### src/rtl/rcc_pkg.sv
// ----------------------------------------------------------------------------
// rcc_pkg
// Shared constants and types for the 3x3 RGB convolution block.
// ----------------------------------------------------------------------------
package rcc_pkg;

    localparam int LINE_DEPTH = 1024;
    localparam int ADDR_W     = $clog2(LINE_DEPTH);
    localparam int COEF_W     = 16;
    localparam int TAPS       = 9;
    localparam int PROD_W     = COEF_W + 9;
    localparam int ACC_W      = PROD_W + 4;
    localparam int PLANES     = 3;

    localparam logic [2:0] REG_COEF_TOP = 3'd0;
    localparam logic [2:0] REG_COEF_MID = 3'd1;
    localparam logic [2:0] REG_COEF_LOW = 3'd2;
    localparam logic [2:0] REG_DIVISOR  = 3'd3;
    localparam logic [2:0] REG_WIDTH    = 3'd4;
    localparam logic [2:0] REG_HEIGHT   = 3'd5;

    typedef logic [7:0]        sample_t;
    typedef logic [23:0]       pixel_t;
    typedef logic [COEF_W-1:0] coef_t;

    typedef struct packed {
        coef_t [TAPS-1:0] coef;
        logic [15:0]      divisor;
    } rcc_lane_cfg_t;

    typedef struct packed {
        logic    done;
        sample_t result;
    } rcc_lane_stat_t;

endpackage

### src/rtl/rcc_lane.sv
// ----------------------------------------------------------------------------
// rcc_lane
// One color plane: 9-tap MAC, optional restoring divide, clamp to 0..255.
// ----------------------------------------------------------------------------
module rcc_lane
    import rcc_pkg::*;
(
    input  logic                   clk,
    input  logic                   rst_n,
    input  logic                   start,
    input  sample_t [TAPS-1:0]     samples,
    input  rcc_lane_cfg_t          cfg,
    output rcc_lane_stat_t         stat
);

    typedef enum logic [3:0] {
        L_IDLE = 4'b0001,
        L_MUL  = 4'b0010,
        L_DIV  = 4'b0100,
        L_DONE = 4'b1000
    } lane_state_t;

    lane_state_t              state_reg, state_next;
    logic [3:0]               step_reg, step_next;
    logic [4:0]               bit_reg, bit_next;
    logic signed [PROD_W-1:0] prod_reg, prod_next;
    logic signed [ACC_W-1:0]  acc_reg, acc_next;
    logic [ACC_W-1:0]         quo_reg, quo_next;
    logic [15:0]              rem_reg, rem_next;
    sample_t                  res_reg, res_next;

    logic signed [ACC_W-1:0]  acc_sum;
    logic [ACC_W-1:0]         acc_mag;
    logic [16:0]              rem_sh;
    logic                     q_bit;
    logic [ACC_W-1:0]         quo_shift;

    function automatic sample_t sat8(logic [ACC_W-1:0] mag, logic neg);
        if (neg)
            return 8'd0;
        else if (mag > ACC_W'(255))
            return 8'd255;
        else
            return mag[7:0];
    endfunction

    assign acc_sum = acc_reg + ACC_W'(prod_reg);
    assign acc_mag = acc_sum[ACC_W-1] ? ACC_W'(-acc_sum) : ACC_W'(acc_sum);
    assign rem_sh  = {rem_reg, quo_reg[ACC_W-1]};
    assign q_bit   = rem_sh >= {1'b0, cfg.divisor};
    assign quo_shift = {quo_reg[ACC_W-2:0], q_bit};

    always_comb
    begin
        state_next = state_reg;
        step_next  = step_reg;
        bit_next   = bit_reg;
        prod_next  = prod_reg;
        acc_next   = acc_reg;
        quo_next   = quo_reg;
        rem_next   = rem_reg;
        res_next   = res_reg;
        unique case (state_reg)
            L_IDLE:
            begin
                if (start)
                begin
                    state_next = L_MUL;
                    step_next  = 4'd0;
                    acc_next   = '0;
                    prod_next  = '0;
                end
            end
            L_MUL:
            begin
                if (step_reg < 4'(TAPS))
                    prod_next = $signed({1'b0, samples[step_reg]})
                                * $signed(cfg.coef[step_reg]);
                acc_next  = acc_sum;
                step_next = step_reg + 4'd1;
                if (step_reg == 4'(TAPS))
                begin
                    if (cfg.divisor > 16'd1)
                    begin
                        state_next = L_DIV;
                        quo_next   = acc_mag;
                        rem_next   = '0;
                        bit_next   = '0;
                    end
                    else
                    begin
                        state_next = L_DONE;
                        res_next   = sat8(acc_mag, acc_sum[ACC_W-1]);
                    end
                end
            end
            L_DIV:
            begin
                rem_next = q_bit ? 16'(rem_sh - {1'b0, cfg.divisor}) : rem_sh[15:0];
                quo_next = quo_shift;
                bit_next = bit_reg + 5'd1;
                if (bit_reg == 5'(ACC_W - 1))
                begin
                    state_next = L_DONE;
                    res_next   = sat8(quo_shift, acc_reg[ACC_W-1]);
                end
            end
            L_DONE:
            begin
                state_next = L_IDLE;
            end
            default:
            begin
                state_next = L_IDLE;
            end
        endcase
    end

    always_ff @(posedge clk or negedge rst_n)
    begin
        if (!rst_n)
        begin
            state_reg <= L_IDLE;
            step_reg  <= '0;
            bit_reg   <= '0;
        end
        else
        begin
            state_reg <= state_next;
            step_reg  <= step_next;
            bit_reg   <= bit_next;
        end
    end

    always_ff @(posedge clk)
    begin
        prod_reg <= prod_next;
        acc_reg  <= acc_next;
        quo_reg  <= quo_next;
        rem_reg  <= rem_next;
        res_reg  <= res_next;
    end

    assign stat.done   = (state_reg == L_DONE);
    assign stat.result = res_reg;

    // divide only runs for a real divisor
    a_div_needs_divisor: assert property (@(posedge clk) disable iff (!rst_n)
        state_reg == L_DIV |-> cfg.divisor > 16'd1)
        else $error("lane divide with divisor <= 1");

    a_done_from_work: assert property (@(posedge clk) disable iff (!rst_n)
        state_reg == L_DONE |-> $past(state_reg) == L_MUL || $past(state_reg) == L_DIV)
        else $error("lane done without work");

    a_start_idle: assert property (@(posedge clk) disable iff (!rst_n)
        start |-> state_reg == L_IDLE)
        else $error("lane started while busy");

endmodule

### config.mk
export PLATFORM = sky130hd
export DESIGN_NAME = rcc_lane
export DESIGN_NICKNAME = d
export VERILOG_FILES = /design/src/rtl/rcc_pkg.sv /design/src/rtl/rcc_lane.sv
export SDC_FILE = /design/constraint.sdc
export NUM_CORES = 1
export LEC_CHECK = 0
export BUFFER_PORTS_ARGS = -buffer_cell sky130_fd_sc_hd__buf_2
export CORE_UTILIZATION = 59
export DETAILED_ROUTE_END_ITERATION = 8
export GPL_TIMING_DRIVEN = 0
export PLACE_DENSITY = 0.81
export REMOVE_ABC_BUFFERS = 1
export SLEW_MARGIN = 25
export SYNTH_ARGS = -nofsm -noshare
export SYNTH_HDL_FRONTEND = slang
export SYNTH_SLANG_ARGS = --single-unit
### constraint.sdc
create_clock -name clk -period 8.37 [get_ports clk]
set_input_delay 0.4185 -clock clk [delete_from_list [all_inputs] [get_ports clk]]
set_output_delay 0.4185 -clock clk [all_outputs]
set_load 0.1 [all_outputs]
== Word level (Yosys, flattened, before mapping) ==
Index checks and enable logic that the tools add are counted.
Cells by class
  reduce and logical (&&, ||, !) cells: 7
  multiply operators: 1
  eq/ne operators: 12
  multiplexer cells: 35
  add/sub/neg operators: 5
  $lt $le $gt $ge: 6
Operators by type and width (count)
  29-bit 2-to-1 mux: 4
  29-bit one-hot mux with 2 select lines: 2
  16-bit binary-select mux with 4-bit select: 1
  16-bit 2-to-1 mux: 4
  8-bit 2-to-1 mux: 8
  29-bit by 8-bit > comparator with 1-bit output (second input constant): 2
  25-bit 2-to-1 mux: 2
  25-bit one-hot mux with 2 select lines: 1
  8-bit binary-select mux with 4-bit select: 1
  16-bit one-hot mux with 2 select lines: 1
  29-bit by 25-bit adder with 29-bit output: 1
  29-bit negator: 1
  9-bit by 16-bit multiplier with 25-bit output: 1
  4-bit 2-to-1 mux: 5
  17-bit by 16-bit >= comparator with 1-bit output: 1
  16-bit by 1-bit > comparator with 1-bit output (second input constant): 1
  8-bit one-hot mux with 2 select lines: 1
  16-bit subtractor: 1
  2-bit != test (second input constant): 6
  4-bit one-hot mux with 3 select lines: 1
  5-bit 2-to-1 mux: 2
  5-bit one-hot mux with 2 select lines: 1
  3-bit AND reduction: 3
  4-bit == test (second input constant): 2
  other kinds (12): 13
Word-level totals
  input port bits: 235
  word-level logic and storage cells: 74
  register bits: 120
  output and inout port bits: 9

== Logic depth before layout (Yosys ltp) ==
  word-level depth: 9
  gate-level depth with buffers: 30
  gate-level depth less buffers: 28

== Least setup slack after synthesis ==
No wires, ideal clock.
  path kind: register -> register
  start point: register step_reg[0]
  end point: register prod_reg[24] (data pin)
  data required time: 8.104 ns
  arrival: 7.071 ns
  path slack: 1.033 ns
  cell stages (with the launch flop): 27
  cells stage by stage: dfrtp_1 clkbuf_1 buf_1 clkbuf_1 mux4_2 mux2i_1 o21a_1 nor2_1 fa_1 inv_1 fa_1 inv_1 fa_1 inv_1 fa_1 inv_1 ha_1 a21boi_0 o21ai_0 nand2b_1 a21o_1 a41o_1 o41a_1 a311o_1 a41oi_1 xnor2_1 nor2_1
On the way
  word-level cells in the longest chain between the ends: 5
Ends and longest elaborated chain
  start, declared: line rcc_lane.sv:24  | logic [3:0] step_reg, step_next;
  start signal, assigned: line rcc_lane.sv:130  | step_reg <= step_next;
  8-bit binary-select mux with 4-bit select or 16-bit binary-select mux with 4-bit select (tied branches): line rcc_lane.sv:77, rcc_lane.sv:78
  8-bit 2-to-1 mux (not written as such) or 16-bit 2-to-1 mux (tied branches): line rcc_lane.sv:77, rcc_lane.sv:78
  9-bit by 16-bit multiplier with 25-bit output *: line rcc_lane.sv:78  | * $signed(cfg.coef[step_reg]);
  25-bit 2-to-1 mux *: line rcc_lane.sv:76  | if (step_reg < 4'(TAPS))
  25-bit one-hot mux with 2 select lines *: line rcc_lane.sv:63  | unique case (state_reg)
  end signal, assigned: line rcc_lane.sv:137  | prod_reg <= prod_next;
  end, declared: line rcc_lane.sv:26  | logic signed [PROD_W-1:0] prod_reg, prod_next;
Every way passes the cells marked *; elsewhere a longest branch is shown, timed or not. The select of a mux whose other input is x is not followed.
A chain may end at the register's enable or synchronous reset.

== Worst setup path in the final report ==
Ends and elaborated chain as after synthesis.

==> impl_metrics.ini <==
[sta]
rsz0062_at_grt = no
max_freq_mhz = 133
tightest_slew_ps = 908
final-setup-viol-count = 0
fin_crit_sh_pct = 89.6
final.setup_skew_ps = 7.75
period_needed_ps = 7500
slew_viol_final = 0
hold_viol_final = 0
slew_headroom_pct = 39.0

[grt]
grt_pass1_wl_um = 61300
grt_pass1_vias = 13152
grt_max_degree = 40
grt_antenna_before_repair = 0
track_usage_pct = 28.9
gr-total-overflow = 0

[logic_synthesis]
ys_seq_elements = 120
synth_area_leader_cell = edfxtp_1
synthArstFlopShare_pct = 10.8
yosys_warnings = 0
synth_flop_cell = edfxtp_1
synth_area_per_cell_um2 = 8.96
netlist_instances = 1666
syn-cell-area_mm2 = 0.0149
yosys.area.top_type_share_pct = 21.5
synth_edf_count = 107
synth_area_leaders = edfxtp_1 (22%), fa_1 (14%), ha_1 (8.4%)
yosysSeqAreaShare_pct = 23.7
yosysUniqueCellTypes = 87

[setup_path]
path_max_fanout = 39
crit_type = reg -> reg
worstPathArrival_ps = 7680
worstPathRequired_ps = 8550
reg2reg_depth = 27
worstSetupEndpointType = register
crit_path_start_kind = register

[clock_tree]
h-tree-depth = 4
clkTransAtPathRegs_ps = 60
numClockSinks = 120
clk_latency_ps = 430
cts_tree = built
ctsResizeCount = 0
cts_root_buf = clkbuf_16
cts_made_buffers = 17
cts_max_path_buffers = 2

[place]
dp_hpwl_um = 29600
gp_congestion = 0.891
portBuffers = 243
placed_area_mm2 = 0.0165

[route]
drt.antenna.violating_nets = 0
routed_wl_um = 36600
drtIter0Drc = 960
dr.pass1.iters = 6
vias = 13041
via_per_inst = 5.90
drc = 0
wl_per_cell_um = 16.6

[floorplanning]
io_pins = 244
die_h_um = 161
core_region_area_mm2 = 0.0245
die_area_mm2 = 0.0259
rows = 57
start_util_pct = 60.8
die_width_um = 161

[cells_and_area]
layout-drive-gt1-share_pct = 20.5
n_fill_cell = 1898
fin_nets = 2311
final_cell_mix = buf_2 (250), inv_1 (212), nor2_1 (189)
final_common_cell = buf_2
syn_to_final_growth_pct = 14.8
design_area_mm2 = 0.0171

[flow_run]
cap_violations = 0

[worst_hold_path]
holdPathStages = 2
hp-class = in -> reg

[status]
status = finished, final reports clean
==> critical path, stage by stage, from the launching register on <==
cell	delay, ps
dfrtp_4	600
buf_16	260
nor4b_2	490
buf_4	240
buf_2	200
nand2_1	90
o21ai_1	410
nand2_1	170
fa_1	440
inv_1	80
fa_1	410
ha_1	290
inv_1	50
fa_1	530
inv_1	50
ha_1	320
nor2b_1	160
o21ai_0	230
a21boi_0	150
o21ai_0	200
nand2b_1	120
a21o_1	200
a41o_1	260
o41a_1	400
a311o_1	400
a41oi_1	270
xnor2_1	140
nor2_1	60
==> cells by family (layout without fill, tap and decap cells) <==
family                   Yosys count  after routing  share of synthesized area (%)
adder cells (fa/ha/maj)          204            204                           22.3
buffers and inverters            290            509                           7.52
AO/OA/AOI/OAI                    332            332                           14.5
other                              0              1                              0
multiplexers                      72             72                           8.86
XOR/XNOR                          75             75                           4.50
AND/OR/NAND/NOR                  573            573                           18.5
flip-flops                       120            120                           23.7
==> final timing paths <==
path,start,end,slack [ps]
max,step_reg[0]$_DFFE_PN0P_,prod_reg[24]$_SDFFCE_PN0P_,870
min in group asynchronous,rst_n,bit_reg[2]$_DFFE_PN0P_,400
max reg2reg,step_reg[0]$_DFFE_PN0P_,prod_reg[24]$_SDFFCE_PN0P_,870
min reg2reg,quo_reg[24]$_DFFE_PP_,quo_reg[25]$_DFFE_PP_,570
min,start,step_reg[2]$_DFFE_PN0P_,200
max in group asynchronous,rst_n,state_reg[0]$_DFFE_PN1P_,7680
==> layer usage <==
| layer | part of all wire [%] | vias to the layer above | global-route usage [%] |
|---|---|---|---|
| met1 | 42 | 6276 | 36.1 |
| met4 | 2.1 | 0 | 8.66 |
| li1 | - | 6243 | - |
| met3 | 5.4 | 64 | 4.01 |
| met5 | 0 | - | 0 |
| met2 | 50 | 458 | 52.0 |
==> synth_stat cells, types with 6 or more instances <==
library cell,n
nand4_1,17
nor3_1,34
o21ai_1,14
nor3b_1,6
a21o_1,33
a32oi_1,8
o211ai_1,8
or3_1,6
a211oi_1,14
xor2_1,26
o21ai_0,55
nand3_1,25
dfrtp_1,12
nand2b_1,9
a21oi_1,97
xnor2_1,47
and4_1,6
mux2i_1,23
nor4_1,11
mux4_2,48
fa_1,104
a31oi_1,14
buf_2,6
o31ai_1,7
o21a_1,14
edfxtp_1,107
inv_1,212
buf_1,8
nand3b_1,7
o21bai_1,7
nor2_1,189
nor4b_1,6
clkbuf_1,59
nor2b_1,21
nand2_1,160
ha_1,100
and3_1,18
and2_1,32
==> timing repair <==
item                      CTS  global route
setup buffers               0             0
hold endpoints to repair   12             0
hold buffers                1             0
==> per-stage QoR <==
step | util [%] | std cells | TNS [ps] | hold WS, ps | setup WS, ps
final | 69.8 | 2210 | 0 | 204 | 871
after global routing | 69.8 | 2209 | 0 | 199 | 456
after CTS | 69.8 | 2209 | 0 | 193 | 477
after detailed placement | 67.4 | 2176 | 0 | 321 | 542
after global placement | 66.1 | 2156 | -62850 | 318 | -2510
after floorplan | - | 1589 | -2330 | 123 | -626
==> layout make-up <==
class / count / area (um2) / area share, %
Clock buffer: 19 / 464 / 2.71
Sequential cell: 120 / 3550 / 20.7
Inverter: 213 / 800 / 4.67
Multi-Input combinational cell: 1256 / 10300 / 60.4
Timing Repair Buffer: 264 / 1460 / 8.53
Tap cell: 324 / 405 / 2.37
Clock inverter: 13 / 106 / 0.621
Antenna cell: 1 / 2.50 / 0.0146
Power is not shown: default switching activity piles up to over one toggle a cycle in this logic, so the estimate is an artifact.
